### src/rtl/spg_pkg.sv
// spg_pkg: shared types and constants of the seeded permutation generator
// no dependencies; imported by spg_mix and seeded_permutation_generator
package spg_pkg;

	localparam logic [1:0] OP_GEN = 2'd0;
	localparam logic [1:0] OP_FWD = 2'd1;
	localparam logic [1:0] OP_INV = 2'd2;

	localparam logic [1:0] ST_GEN   = 2'd0;
	localparam logic [1:0] ST_OK    = 2'd1;
	localparam logic [1:0] ST_RANGE = 2'd2;
	localparam logic [1:0] ST_NOGEN = 2'd3;

	localparam logic REG_SEED  = 1'b0;
	localparam logic REG_COUNT = 1'b1;

	localparam logic [63:0] GOLDEN_INC = 64'h9E3779B97F4A7C15;
	localparam logic [63:0] MIX_MUL_A  = 64'hBF58476D1CE4E5B9;
	localparam logic [63:0] MIX_MUL_B  = 64'h94D049BB133111EB;
	localparam int SHIFT_A = 30;
	localparam int SHIFT_B = 27;
	localparam int SHIFT_C = 31;

	// compare width covering the largest supported count
	localparam int CMP_W = 17;

	typedef enum logic [2:0] {
		MX_IDLE,
		MX_ADD,
		MX_XOR,
		MX_MUL,
		MX_FIN
	} mix_state_t;

	typedef enum logic [3:0] {
		SQ_IDLE,
		SQ_FILL,
		SQ_RNG,
		SQ_RNGW,
		SQ_MODW,
		SQ_RDA,
		SQ_RDB,
		SQ_WRA,
		SQ_WRB,
		SQ_INVR,
		SQ_INVW,
		SQ_RDOP,
		SQ_RDCAP,
		SQ_OUT
	} seq_state_t;

	typedef struct packed {
		logic load;
		logic start;
	} mix_req_t;

endpackage

### src/rtl/spg_mix.sv
// spg_mix: splitmix64 generator built around one shared 32x32 multiplier
// depends on spg_pkg
module spg_mix (
	input  logic              clk,
	input  logic              arst_n,
	input  spg_pkg::mix_req_t req,
	input  logic [31:0]       seed,
	output logic              done,
	output logic [63:0]       rnd
);
	import spg_pkg::*;

	mix_state_t  state_q, state_d;
	logic [63:0] st_q;
	logic [63:0] z_q;
	logic [63:0] acc_q;
	logic [63:0] prod_q;
	logic [1:0]  ph_q;
	logic        second_q;
	logic [63:0] cst;
	logic [31:0] mul_a, mul_b;

	always_comb begin
		state_d = state_q;
		case (state_q)
			MX_IDLE: if (req.start) state_d = MX_ADD;
			MX_ADD:  state_d = MX_XOR;
			MX_XOR:  state_d = MX_MUL;
			MX_MUL:  if (ph_q == 2'd3) state_d = second_q ? MX_FIN : MX_XOR;
			MX_FIN:  state_d = MX_IDLE;
			default: state_d = MX_IDLE;
		endcase
	end

	always_comb begin
		done = (state_q == MX_FIN);
	end

	assign rnd = acc_q ^ (acc_q >> SHIFT_C);
	assign cst = second_q ? MIX_MUL_B : MIX_MUL_A;

	// low 64 bits of the product from three partial products
	always_comb begin
		case (ph_q)
			2'd1: begin
				mul_a = z_q[31:0];
				mul_b = cst[63:32];
			end
			2'd2: begin
				mul_a = z_q[63:32];
				mul_b = cst[31:0];
			end
			default: begin
				mul_a = z_q[31:0];
				mul_b = cst[31:0];
			end
		endcase
	end

	always_ff @(posedge clk or negedge arst_n) begin
		if (!arst_n) begin
			state_q  <= MX_IDLE;
			st_q     <= '0;
			ph_q     <= '0;
			second_q <= 1'b0;
		end else begin
			state_q <= state_d;
			if (req.load) st_q <= 64'(seed);
			case (state_q)
				MX_ADD: begin
					st_q     <= st_q + GOLDEN_INC;
					second_q <= 1'b0;
				end
				MX_XOR: ph_q <= '0;
				MX_MUL: begin
					ph_q <= ph_q + 2'd1;
					if (ph_q == 2'd3) second_q <= 1'b1;
				end
				default: ;
			endcase
		end
	end

	always_ff @(posedge clk) begin
		case (state_q)
			MX_XOR: z_q <= second_q ? (acc_q ^ (acc_q >> SHIFT_B)) : (st_q ^ (st_q >> SHIFT_A));
			MX_MUL: begin
				if (ph_q != 2'd3) prod_q <= 64'(mul_a) * 64'(mul_b);
				if (ph_q == 2'd1) acc_q <= prod_q;
				else if (ph_q != 2'd0) acc_q <= acc_q + {prod_q[31:0], 32'h0};
			end
			default: ;
		endcase
	end

endmodule

### config.mk
export PLATFORM = sky130hd
export DESIGN_NAME = spg_mix
export DESIGN_NICKNAME = d
export VERILOG_FILES = /design/src/rtl/spg_pkg.sv /design/src/rtl/spg_mix.sv
export SDC_FILE = /design/constraint.sdc
export NUM_CORES = 2
export LEC_CHECK = 0
export ABC_AREA = 1
export BUFFER_PORTS_ARGS = -buffer_cell sky130_fd_sc_hd__clkbuf_2
export CAP_MARGIN = 0
export CORE_UTILIZATION = 44
export DETAILED_ROUTE_END_ITERATION = 6
export PLACE_DENSITY_LB_ADDON = 0.3
export SETUP_SLACK_MARGIN = 0.05
export SYNTH_ARGS = -nofsm -noshare
export SYNTH_HDL_FRONTEND = slang
export SYNTH_SLANG_ARGS = --single-unit
### constraint.sdc
create_clock -name clk -period 20.3 [get_ports clk]
set_input_delay 3.045 -clock clk [delete_from_list [all_inputs] [get_ports clk]]
set_output_delay 3.045 -clock clk [all_outputs]
set_load 0.02 [all_outputs]
Word level (Yosys, flattened, before mapping)
Index checks and enable logic that the tools add are counted.
{ "totals": {"in_bits": 36, "regBits": 262, "out_inout_bits": 65, "elab_cells": 49} }
{ "classes": {"mul": 1, "reduce_logical": 10, "n_mux": 15, "n_eq_ne": 10, "n_bitwise": 3, "n_addsub": 3} }
{ "op_table": {"columns": ["cell", "n"], "rows": [
  ["2-to-1 mux 64 bit", 5],
  ["adder 64 bit", 1],
  ["adder 64 bit (second input constant)", 1],
  ["multiplier 32 x 32 -> 64 bit", 1],
  ["2-to-1 mux 32 bit", 2],
  ["XOR 64 x 33 -> 64 bit", 1],
  ["XOR 64 x 34 -> 64 bit", 1],
  ["XOR 64 x 37 -> 64 bit", 1],
  ["2-to-1 mux 62 bit", 1],
  ["case mux 3 bit (4 select lines)", 1],
  ["nonzero test 2 bit", 5],
  ["2-to-1 mux 3 bit", 3],
  ["AND reduction 2 bit", 4],
  ["equality test 3 x 2 -> 1 bit (second input constant)", 2],
  ["inequality test 2 bit (second input constant)", 3],
  ["equality test 2 bit (second input constant)", 2],
  ["case mux 2 bit (2 select lines)", 1],
  ["equality test 3 x 1 -> 1 bit (second input constant)", 1],
  ["equality test 3 bit (second input constant)", 1],
  ["logical NOT 3 bit", 1],
  ["adder 2 x 1 -> 2 bit (second input constant)", 1],
  ["equality test 2 x 1 -> 1 bit (second input constant)", 1],
  ["case mux 1 bit (2 select lines)", 1],
  ["2-to-1 mux 1 bit", 1]
]} }

Logic depth before layout (Yosys ltp)
{ "depth": {"word_depth": 3, "ltp_mapped": 39, "depth_no_buf": 38} }

Worst setup path before layout
OpenSTA, ideal clock, no wires.
{ "synth_timing": {"path_kind": "register to register", "startpoint": "register ph_q[0]", "endpoint": "register prod_q[62] (data pin)", "setup_slack_ps": 12718, "synth_period_minus_slack_ps": 7582, "path_buffers": 2, "arrival_time_ps": 7330, "setup_ps": 252, "t_required_ps": 20048, "stages_incl_launch_ff": 30, "cell_sequence": "dfrtp_1 > inv_1 > ha_1 > buf_4 > buf_6 > o21ai_1 > inv_2 > nor2_1 > inv_1 > fa_1 > inv_1 > fa_1 > inv_1 > fa_1 > fa_1 > inv_1 > fa_1 > fa_1 > fa_1 > inv_1 > fa_1 > inv_1 > ha_1 > nand2_1 > nor4_1 > nand2_1 > nor2_1 > nand2_1 > nand3_1 > nand2_1"} }
{ "synth_between": {"elab_chain_cells": 3, "word_cells_on_any_way": 5, "cone_classes": "mul: 1; eq/ne: 2; mux: 2"} }
{ "synth_rtl": {"columns": ["element", "line", "source"], "rows": [
  ["from (decl)", "spg_mix.sv:18", "logic [1:0] ph_q;"],
  ["from (signal assigned)", "spg_mix.sv:76", "ph_q <= ph_q + 2'd1;"],
  ["equality test 2 bit or equality test 2 x 1 -> 1 bit (tied branches)", "spg_mix.sv:44", "case (ph_q)"],
  ["2-to-1 mux 32 bit", "spg_mix.sv:44", null],
  ["multiplier 32 x 32 -> 64 bit *", "spg_mix.sv:88", "if (ph_q != 2'd3) prod_q <= 64'(mul_a) * 64'(mul_b);"],
  ["to (signal assigned)", "spg_mix.sv:88", null],
  ["to (decl)", "spg_mix.sv:17", "logic [63:0] prod_q;"]
]} }
Mark *: on every way between the ends. The rest lies on a longest branch, timed or not.
A chain may end at the register's enable or synchronous reset.

Worst setup path in the final report
{ "layout_timing": {"startpoint": "register ph_q[0]", "endpoint": "register prod_q[59] (data pin)"} }
The elaborated chain is that of the path after synthesis.

==> results.cfg <==
[outcome]
status = finished clean

[global_routing]
grt_pass1_vias = 40100
track_usage = 0.329
grt_max_degree = 78
overflow = 0
antenna_found_initial = 0
grt_pass1_wl_um = 260000

[route]
dr_wl_met3_um = 18300
drt_iter0_drc = 4130
vias_per_cell = 5.43
drtAntennaViolNets = 0
wire_per_inst_um = 24.2
wl_met1_um = 71200
first_pass_iters = 6
top_layer = met4
drcViolationCount = 0
drt_wl_total_um = 176000
wl_met2_um = 78600
via_count = 39500

[layout]
stdcell_count = 7271
final_cell_mix = inv_1 (1445), nand2_1 (1231), fa_1 (801)
nFillCells = 10600
synthToLayoutAreaGrowth_pct = 5.78
final-seq-area_mm2 = 0.00752
multi_input_comb_area_mm2 = 0.0334
nets = 7081
drive_gt1_frac = 0.0498
fin_area_mm2 = 0.0500
layout_commonest_cell = inv_1

[worst_setup_path]
cpPeakStageDelay_ns = 0.64
start_kind = flop
path_common_cell = fa_1
slowest_stage = clkinv_1
crit_arrival_ns = 10.21
critPathKind = reg -> reg
crit_family = adder cells
path_buf_inv = 10
end_kind = flop
cp_max_fo = 58
cp.required_ns = 20.64

[clock_tree]
clk_pin_slew_ns = 0.07
clk_latency_ns = 0.59
clkSinkCount = 262
root_buffer = clkbuf_16
ctsHoldBuffers = 0
post_cts_buffers = 0
cts_buffer_depth = 3
cts_inserted_buffers = 28
cts_tree = done
h-tree-depth = 1
cts-resized-gates = 0

[timing]
rsz0062_at_grt = no
drv_slew = 0
fin_ws_ns = 10.42
setup_viol = 0
worstMarginPinSlew_ns = 1.16
finalCritPeriodShare = 0.487
min_period_ns = 9.88
slew_headroom = 0.225
fin_skew_ns = 0.0318
setup_tns_ns = 0
max_freq_ghz = 0.101
finalHoldViolCount = 0

[die]
rows = 119
io_pins = 101
start_util = 0.447
dieWidth_um = 330
coreArea_mm2 = 0.106
die_area_mm2 = 0.109
fp.dieH_um = 330

[place]
dp_slack_ns = 10.61
port_buffers = 100
dp_hpwl_um = 148000
dpl_cell_area_mm2 = 0.0491
dp.cells = 7219
globalplace.congestion = 1.02

[worst_hold_path]
hold_path.class = reg -> reg

[logic_synthesis]
ys.flop_type = edfxtp_1
synth_enable_flop_cells = 192
ys_warn_count = 0
async_flop_share = 0.267
synth_cells = 5845
synth.net_count = 7068
synth-seq-cells = 262
synth_area_mm2 = 0.0473
synth.yosys.seq_area_share = 0.159
syn_area_per_cell_um2 = 8.09
synth_cell_types = 49

[job]
cap_violations = 0
==> worst min-delay path, stage by stage, from the launching register on <==
cell and delay, ns:
edfxtp_1 0.33, nand2_1 0.06, nand2_1 0.06
==> through the flow <==
stage                util  hold WS, ns
global placement    0.464        0.535
finish              0.472        0.547
floorplan               -        0.494
detailed placement  0.464        0.520
global route        0.472        0.579
CTS                 0.472        0.543
==> synth_stat cells, types with 22 or more instances <==
master / n / area share
xor2_1: 102 / 0.019
nand2_1: 1231 / 0.098
a21oi_1: 158 / 0.017
inv_1: 1446 / 0.11
nand4_1: 34 / 0.0045
buf_4: 36 / 0.0057
o21ai_0: 197 / 0.021
fa_1: 801 / 0.34
nor3_1: 43 / 0.0046
edfxtp_1: 192 / 0.12
dfrtp_1: 70 / 0.037
buf_2: 40 / 0.0042
ha_1: 386 / 0.10
o211ai_1: 22 / 0.0035
nand3_1: 216 / 0.023
or2_2: 22 / 0.0029
xnor2_1: 46 / 0.0085
clkbuf_1: 75 / 0.0060
nor2_1: 562 / 0.045
==> area by class of cell <==
class / instances / share of cell area
repair buffers: 153 / 0.0180
multi-input cells: 3942 / 0.668
inverters: 1471 / 0.110
well taps: 1391 / 0.0348
diodes: 1 / 0.0000500
clock inverters: 13 / 0.00260
flip-flops and latches: 262 / 0.150
clock buffers: 38 / 0.0154
==> worst paths after layout <==
kind,to,cells after the start,start,slack (ns)
min in group asynchronous,st_q[14],1,arst_n,2.64
hold / removal,acc_q[59],2,prod_q[59],0.55
max in group asynchronous,second_q,1,arst_n,16.91
hold reg to reg,acc_q[59],2,prod_q[59],0.55
setup reg to reg,prod_q[59],31,ph_q[0],10.42
setup / recovery,prod_q[59],31,ph_q[0],10.42
==> logic make-up after synthesis <==
| family | Yosys count | share of synthesized area |
|---|---|---|
| simple gates | 2153 | 0.184 |
| buf+inv | 1641 | 0.135 |
| fa+ha+maj | 1187 | 0.441 |
| compound gates | 454 | 0.0528 |
| flops | 262 | 0.159 |
| xor+xnor | 148 | 0.0274 |
==> flip-flops by register name (all words and copies together), names as in the netlist <==
signal,flops
prod_q,64
st_q,64
second_q,1
z_q,64
ph_q,2
state_q,3
acc_q,64
==> per-layer routing <==
layer | global-route usage | up-vias
li1 | - | 17500
met1 | 0.449 | 19500
met2 | 0.512 | 2130
met3 | 0.0725 | 371
met4 | 0.126 | 0
met5 | 0 | -
Power is left out: the tool's default activity adds up to more than one toggle a clock period on the data nets, which glitch-free logic cannot reach.
