File: src/rtl/spg_mod.sv
// spg_mod: bit-serial restoring remainder of a 64-bit value by a narrow divisor
// depends on nothing beyond its parameter
module spg_mod #(
	parameter int DW = 11
) (
	input  logic          clk,
	input  logic          arst_n,
	input  logic          start,
	input  logic [63:0]   dividend,
	input  logic [DW-1:0] divisor,
	output logic          done,
	output logic [DW-1:0] rem
);

	logic          busy_q;
	logic          done_q;
	logic [5:0]    cnt_q;
	logic [63:0]   dvd_q;
	logic [DW-1:0] rem_q;
	logic [DW-1:0] div_q;
	logic [DW:0]   sh;
	logic [DW:0]   nxt;

	assign sh   = {rem_q, dvd_q[63]};
	assign nxt  = (sh >= {1'b0, div_q}) ? (sh - {1'b0, div_q}) : sh;
	assign done = done_q;
	assign rem  = rem_q;

	always_ff @(posedge clk or negedge arst_n) begin
		if (!arst_n) begin
			busy_q <= 1'b0;
			done_q <= 1'b0;
			cnt_q  <= '0;
		end else begin
			done_q <= 1'b0;
			if (start) begin
				busy_q <= 1'b1;
				cnt_q  <= '0;
			end else if (busy_q) begin
				cnt_q <= cnt_q + 6'd1;
				if (cnt_q == 6'd63) begin
					busy_q <= 1'b0;
					done_q <= 1'b1;
				end
			end
		end
	end

	always_ff @(posedge clk) begin
		if (start) begin
			dvd_q <= dividend;
			rem_q <= '0;
			div_q <= divisor;
		end else if (busy_q) begin
			dvd_q <= {dvd_q[62:0], 1'b0};
			rem_q <= DW'(nxt);
		end
	end

endmodule

File: config.mk
export PLATFORM = sky130hd
export DESIGN_NAME = spg_mod
export DESIGN_NICKNAME = d
export VERILOG_FILES = /design/src/rtl/spg_mod.sv
export SDC_FILE = /design/constraint.sdc
export NUM_CORES = 1
export LEC_CHECK = 0
export BUFFER_PORTS_ARGS = -buffer_cell sky130_fd_sc_hd__buf_2
export CORE_MARGIN = 4
export CORE_UTILIZATION = 45
export DETAILED_ROUTE_END_ITERATION = 6
export GPL_ROUTABILITY_DRIVEN = 0
export GPL_TIMING_DRIVEN = 0
export PLACE_DENSITY = 0.74
export SLEW_MARGIN = 40
export SYNTH_ARGS = -nofsm -noshare
export SYNTH_HDL_FRONTEND = slang
export SYNTH_SLANG_ARGS = --single-unit
File: constraint.sdc
create_clock -name clk -period 4.8 [get_ports clk]
set_clock_uncertainty 0.1 [all_clocks]
set_input_delay 0.24 -clock clk [delete_from_list [all_inputs] [get_ports clk]]
set_output_delay 0.24 -clock clk [all_outputs]
set_load 0.1 [all_outputs]
# Word-level counts from Yosys, hierarchy flattened
# Cells that the tools add are included.
# classes
n_addsub,2
order_cmp,1
eq_ne,1
n_mux,11
reduce_logical,1
# ops
cell,count
$mux W64,2
$ge A12 B11 Y1,1
$mux W6,2
$mux W11,1
$sub A11 B11 Y11,1
$add A6 B1 Y6 const B,1
$eq A6 B6 Y1 const B,1
$mux W1,6
$reduce_bool A2 Y1,1
# word_totals
regBits,94
in_bits,78
output_inout_bits,12
word_cells,22

# Logic depth before layout (Yosys ltp)
# Gate-level depths: netlist of run 1.
# depth
depth_word,4
ltp_mapped,11
depth_no_buf,9

# Least setup slack after synthesis of run 1
# Ideal clock, no wire load.
# synth_path
path_kind,register to register
start,"register rem_q[8], in the netlist rem[8]"
end,"register rem_q[0], in the netlist rem[0]"
setup_time_ps,80
t_arrival_ps,2933
required_ps,4620
setup_slack_ps,1688
stages_incl_launch_ff,9
n_path_buf,1
synth_period_minus_slack_ps,3112
cell_sequence,dfxtp_1 ha_1 a21o_1 a211o_1 a211o_1 or2_1 buf_6 mux2_4 a211oi_2
# synth_between
elab_chain_cells,2
# synth_lines
item,line,source
"start, declared",19,logic [DW-1:0] rem_q;
"start signal, assigned",56,rem_q <= DW'(nxt);
$ge A12 B11 Y1,25,"assign nxt = (sh >= {1'b0, div_q}) ? (sh - {1'b0, div_q}) : sh;"
$mux W11,25,
# No other way between the ends.
# A chain may end at the register's enable or synchronous reset.

# Worst setup path after layout of run 1
# layout_path
start,register dvd_q[63]
end,"register rem_q[5], in the netlist rem[5]"
# layout_between
elab_chain_cells,2
elab_cells_between_ends,3
cone_classes,1 x add/sub; 1 x order compare; 1 x mux
# layout_lines
item,line,source
"start, declared",18,logic [63:0] dvd_q;
"start signal, assigned",51,dvd_q <= dividend;
"start signal, assigned",55,"dvd_q <= {dvd_q[62:0], 1'b0};"
$sub A11 B11 Y11 / $ge A12 B11 Y1 (equally long branches),25,
$mux W11 *,25,
# Every way passes the cells marked *; elsewhere a longest branch is shown, timed or not.

==> impl_metrics.toml, run 1 <==
[outcome]
status = "complete, no violations"

[sta]
setup_viol_count_final = 0
tightest_slew_ns = 0.5912
tns_ns = 0
maxSlewHeadroom_pct = 60.58
finalMaxSlewViolations = 0
grt_setup_unrepaired = "false"
hold_viol = 0
period_share_pct = 54.47
fin_crit_ns = 2.615
fmax_mhz = 382.5

[detailed_routing]
postRouteAntennaNets = 0
vias_per_cell = 5.113
drtPass1Iterations = 4
remaining_drc_errors = 0
wl_mm = 8.751
vias = 2945
drtIter0Drc = 82
wire_per_inst_um = 15.19

[hold_path]
hp-class = "in -> reg"

[worst_setup_path]
endpoint_kind = "flip-flop"
cp.arrival_ns = 2.72
crit_path_start_kind = "flip-flop"
crit_type = "reg -> reg"
critPathCapture = "rem[5]"
crit_fanout = 10
reg2reg_from = "dvd_q[63]"
cp.required_ns = 4.91
r2r_cells = 11
r2r_slack_ns = 2.19
worstSetupStartpoint = "dvd_q[63]"
worstReg2RegEnd = "rem[5]"

[global_routing]
grt_pass1_vias = 3064
grt_first_pass_wirelength_mm = 14.72
grt_max_degree = 45
antenna_found_initial = 0
overflow = 0
grt_use_total_pct = 16.23

[die]
start_util_pct = 46.12
die_area_mm2 = 0.01168
core_area_mm2 = 0.009774
rows = 36
die_w_um = 108.1
chipHeight_um = 108.1
ios = 90

[pwr]
clkPwrFrac_pct = 19.4
p_comb_share_pct = 36.5
p_sw_share_pct = 37.13
ir_drop_uv = 282.0
power_switching_w = 0.0008849
p_per_area_mw_per_mm2 = 439.4
seqPwrFrac_pct = 44.1
p_int_w = 0.001498
p_leak_nw = 2.313

[clock_network]
clk-insertion-delay-late_ns = 0.36
cts_buffer_depth = 2
cts_sinks = 94
clkTransAtPathRegs_ns = 0.09
cts_tree = "built"
cts_max_level = 3
root_buffer = "clkbuf_8"
cts_buffers = 9

[yosys]
syn-instance-count = 326
synth_top_cell_area_share_pct = 49.96
synth-seq-cells = 94
postSynth.asyncResetShare_pct = 8.511
synth_area_mm2 = 0.004508
ys_top_cells_by_area = "edfxtp_1, mux2_2, dfxtp_1, dfrtp_1, ha_1"
yosysSeqAreaShare_pct = 59.28
synth_area_per_cell_um2 = 13.83
synth_edf_count = 75
yosys_warnings = 0
synth_top_cell_by_area = "edfxtp_1"
syn_nets = 417
ys_top_cells_by_count = "edfxtp_1, mux2_2, nor2_1"
synth_most_common_cell = "edfxtp_1"
synth-main-ff-cell = "edfxtp_1"
synth_cell_types = 53

[placed_design]
dpl.hpwl_mm = 6.289
io_buffers = 89
place_area_mm2 = 0.005142

[final_layout]
diodes = 0
fin_util_pct = 55.49
drive_above_1_share_pct = 40.41
nets = 530
fin_area_mm2 = 0.005424
syn_to_final_growth_pct = 20.32

[flow_run]
maxCapViolations = 0
==> power by group through the flow <==
stage / clock, W / sequential [W] / combinational (W)
after floorplan: 0 / 0.00130 / 0.000456
after global placement: 0 / 0.00106 / 0.000845
after detailed placement: 0 / 0.00107 / 0.000859
after CTS: 0.000485 / 0.00105 / 0.000873
after global routing: 0.000517 / 0.00106 / 0.000943
final: 0.000462 / 0.00105 / 0.000870
==> worst min path at each step <==
| stage | from | end | slack [ns] | depth (start not counted) |
|---|---|---|---|---|
| floorplan | arst_n | busy_q | -0.16 | 0 |
| global placement | arst_n | done | -0.008 | 1 |
| detailed placement | arst_n | done | -0.009 | 1 |
| CTS | dividend[0] | dvd_q[0] | 0.05 | 2 |
| global route | dividend[12] | dvd_q[12] | 0.05 | 2 |
| finish | dividend[0] | dvd_q[0] | 0.07 | 2 |
==> area by class of cell <==
type                    instances  area (um2)
well taps                     133       166.4
multi-input cells             200        1693
clock buffers                   9       123.9
fillers                       836        4350
flip-flops and latches         94        2673
inverters                      17       66.31
clock inverters                 6       37.54
repair buffers                102       585.6
plain buffers                  15       78.83
==> registers in the layout (all words and copies together) (netlist names) <==
register and count:
busy_q 1, cnt_q 6, div_q 11, done 1, dvd_q 64, rem 11
==> metrics by stage <==
step / total power [W] / std cells / hold slack [ns] / setup slack (ns)
2_1_floorplan: 0.001756 / 326 / -0.1556 / 1.688
3_3_place_gp: 0.001910 / 548 / -0.008042 / 1.194
3_5_place_dp: 0.001927 / 549 / -0.008623 / 2.234
4_1_cts: 0.002409 / 576 / 0.04597 / 2.187
5_1_grt: 0.002523 / 576 / 0.04865 / 2.033
6_report: 0.002383 / 576 / 0.06928 / 2.185
==> metal layers <==
| metal | track usage (%) | part of all wire, % |
|---|---|---|
| met2 | 25.18 | 47 |
| met3 | 6.627 | 8.5 |
| met1 | 21.01 | 43 |
| met4 | 4.779 | 1.2 |
| met5 | 0 | 0 |
==> logic make-up after synthesis <==
group / synth area share, %
fa+ha+maj: 3.775
flops: 59.28
xor+xnor: 1.554
mux: 17.62
compound gates: 7.189
simple gates: 7.410
buf+inv: 3.164
==> worst max-delay path: stages (launching register included) <==
cell and delay (ns):
edfxtp_1 0.33, inv_1 0.05, ha_1 0.21, fa_1 0.40, nand2b_1 0.18, a21oi_1 0.21, o2111a_1 0.26, or2_1 0.13
buf_6 0.14, buf_6 0.15, mux2i_1 0.21, a211oi_1 0.09
==> repair_timing <==
action,4_1_cts,5_1_grt
setup buffers,0,0
hold buffers,12,0
resized for setup,0,0
endpoints found under the hold margin,19,0
==> placed cells by master (no fill, tap or decap), drive strengths merged, types with 4 or more instances in the layout <==
master / instances
inv: 19
dlygate4sd3: 12
clkbuf: 19
a21o: 4
nor2: 29
xor2: 4
nand2: 9
edfxtp: 75
xnor2: 4
mux2: 64
buf: 95
a21oi: 6
a211oi: 8
o21ai: 7
dfxtp: 11
mux2i: 7
dfrtp: 8
ha: 12
No activity file was read; power rests on OpenSTA's default activity.
==> run 2: changes to the inputs <==
--- a/config.mk
+++ b/config.mk
@@ -11,7 +11,7 @@
 export DETAILED_ROUTE_END_ITERATION = 6
 export GPL_ROUTABILITY_DRIVEN = 0
 export GPL_TIMING_DRIVEN = 0
-export PLACE_DENSITY = 0.74
+export PLACE_DENSITY = 0.77
 export SLEW_MARGIN = 40
 export SYNTH_ARGS = -nofsm -noshare
 export SYNTH_HDL_FRONTEND = slang
==> constraint.sdc (replaced) <==
create_clock -name clk -period 2.2 [get_ports clk]
set_clock_uncertainty 0.1 [all_clocks]
set_input_delay 0.11 -clock clk [delete_from_list [all_inputs] [get_ports clk]]
set_output_delay 0.11 -clock clk [all_outputs]
set_load 0.1 [all_outputs]
==> run 2 against run 1 <==
Against the previous run:
- the run now ends with negative setup slack left
- total power grew 140%
- critical path type unchanged
- highest routed layer unchanged
- global-route usage is 2.6 points higher
- clock-buffer cell count unchanged
- maximum frequency grew 6.7%
- sequential share of layout area is 6.9 points lower
- routed wire length rose by 20%
- critical path depth shrank 1
- combinational power increased to 2.6 times the previous value
- final area is 18% higher
- register-to-register slack worse by 2.4 ns
- largest power group unchanged
- core utilization up 9.9 points
- largest cell class unchanged
==> impl_metrics.toml, run 2 (same netlist as run 1, synthesis figures left out) <==
[outcome]
status = "finished, violations left"
violations = "negative setup slack"

[pwr]
ir_drop_uv = 616.9
power_switching_w = 0.002089
clkPwrFrac_pct = 18.1
p_per_area_mw_per_mm2 = 889.4
p_int_w = 0.003599
p_sw_share_pct = 36.72
p_comb_share_pct = 40.5
seqPwrFrac_pct = 41.4
p_leak_nw = 2.682

[die]
chipHeight_um = 108.1
rows = 36
die_area_mm2 = 0.01168
core_area_mm2 = 0.009774
ios = 90
start_util_pct = 46.12
die_w_um = 108.1

[detailed_routing]
remaining_drc_errors = 0
vias_per_cell = 5.044
vias = 3289
wire_per_inst_um = 16.08
postRouteAntennaNets = 0
drtPass1Iterations = 6
wl_mm = 10.49
drtIter0Drc = 126

[final_layout]
largest_register = "dvd_q"
diodes = 0
largest_reg_flops = 64
syn_to_final_growth_pct = 41.85
drive_above_1_share_pct = 42.39
nets = 606
n_fill_cell = 758
layout_common_cells = "buf_2, dlygate4sd3_1, edfxtp_1"
mostFrequentLayoutCell = "buf_2"
fin_area_mm2 = 0.006395

[global_routing]
grt_use_total_pct = 18.85
overflow = 0
grt_pass1_vias = 3502
grt_max_degree = 22
grt_first_pass_wirelength_mm = 16.84
antenna_found_initial = 0

[worst_setup_path]
reg2reg_from = "div_q[9]"
r2r_slack_ns = -0.25
worstReg2RegEnd = "rem[9]"
endpoint_kind = "flip-flop"
crit_fanout = 7
crit_type = "reg -> reg"
cp.arrival_ns = 2.63
r2r_cells = 10
crit_path_start_kind = "flip-flop"
cp.required_ns = 2.38

[clock_network]
root_buffer = "clkbuf_8"
cts_max_level = 3
cts_buffers = 9
cts_tree = "built"
clk-insertion-delay-late_ns = 0.36
clkTransAtPathRegs_ns = 0.09
cts_sinks = 94
cts_buffer_depth = 2

[placed_design]
io_buffers = 89
dpl.hpwl_mm = 6.592
place_area_mm2 = 0.005325

[sta]
hold_viol = 0
tightest_slew_ns = 0.5930
setup_viol_count_final = 11
finalMaxSlewViolations = 0
maxSlewHeadroom_pct = 60.47
period_share_pct = 111.4
hold_slack_ns = 0.05861
grt_setup_unrepaired = "true"
fin_crit_ns = 2.451
fmax_mhz = 408.0
finalWorstSetupSlack_ns = -0.2509

[hold_path]
min_path_cells = 1
min_to = "div_q[8]"
min_from = "start"
hp-class = "in -> reg"

[flow_run]
maxCapViolations = 0
run 2: changes by cell type in the layout (fill, tap and decap cells not counted), moves of 3 or more:
cell and delta:
dfxtp_4 +10, ha_4 +5, dlygate4sd3_1 +65, buf_16 +3, inv_2 +4, inv_1 -4, buf_4 +7, dfxtp_1 -11
ha_1 -6
run 2: how the worst max path moves through the flow:
stage / start / to / slack (ns) / cells past startpoint
after floorplan: rem[8] / rem[0] / -0.28 / 8
after global placement: start / dvd_q[22] / -0.80 / 4
after detailed placement: div_q[1] / rem[9] / -0.28 / 8
after CTS: div_q[9] / rem[7] / -0.26 / 10
after global routing: div_q[9] / rem[9] / -0.36 / 10
final: div_q[9] / rem[9] / -0.25 / 10
run 2: area by class of cell:
| cell class | count | area (um2) | area share [%] |
|---|---|---|---|
| flip-flops and latches | 94 | 2711 | 42.40 |
| multi-input cells | 200 | 1818 | 28.43 |
| repair buffers | 178 | 1388 | 21.70 |
| well taps | 133 | 166.4 | 2.602 |
| clock buffers | 9 | 123.9 | 1.937 |
| plain buffers | 15 | 82.58 | 1.291 |
| inverters | 17 | 67.56 | 1.057 |
| clock inverters | 6 | 37.54 | 0.5870 |
run 2: through the flow:
step                setup slack [ns]  setup TNS (ns)  power [W]  std cells  util, %
global placement             -0.7984          -52.90   0.004299        548    53.64
floorplan                    -0.2843          -2.019   0.003957        326        -
detailed placement           -0.2797          -9.904   0.004342        551    54.48
CTS                          -0.2619          -2.245   0.005604        650    64.86
finish                       -0.2509          -2.195   0.005688        652    65.43
global route                 -0.3583          -3.355   0.006004        652    65.43
run 2: power groups by stage:
stage	Clock (W)	Combinational, W	Sequential, W
global route	0.00114	0.00248	0.00239
finish	0.00103	0.00230	0.00236
detailed placement	0	0.00195	0.00239
floorplan	0	0.00106	0.00290
CTS	0.00107	0.00218	0.00235
global placement	0	0.00192	0.00238
run 2: repair_timing:
item                       4_1_cts  5_1_grt
gates resized for setup          9        7
setup endpoints to repair       11       11
gates cloned                     0        1
setup buffers                    7        1
hold endpoints to repair        83        0
pin swaps                        2        5
hold buffers                    77        0
run 2: worst max-delay path, cell delays in order, from the launching register on:
cell	delay [ns]
edfxtp_1	0.39
inv_2	0.09
ha_4	0.22
a21o_1	0.19
a211o_1	0.28
a211o_1	0.25
or2_1	0.22
buf_6	0.15
buf_8	0.13
a41o_1	0.18
a211oi_2	0.18
run 2: metal layers:
metal  GRT usage (%)  wire [um]  part of all wire (%)
met4           4.238         51                  0.49
met3           5.731        592                   5.6
met5               0          0                     0
met2           34.15       5597                    53
met1           21.94       4244                    40
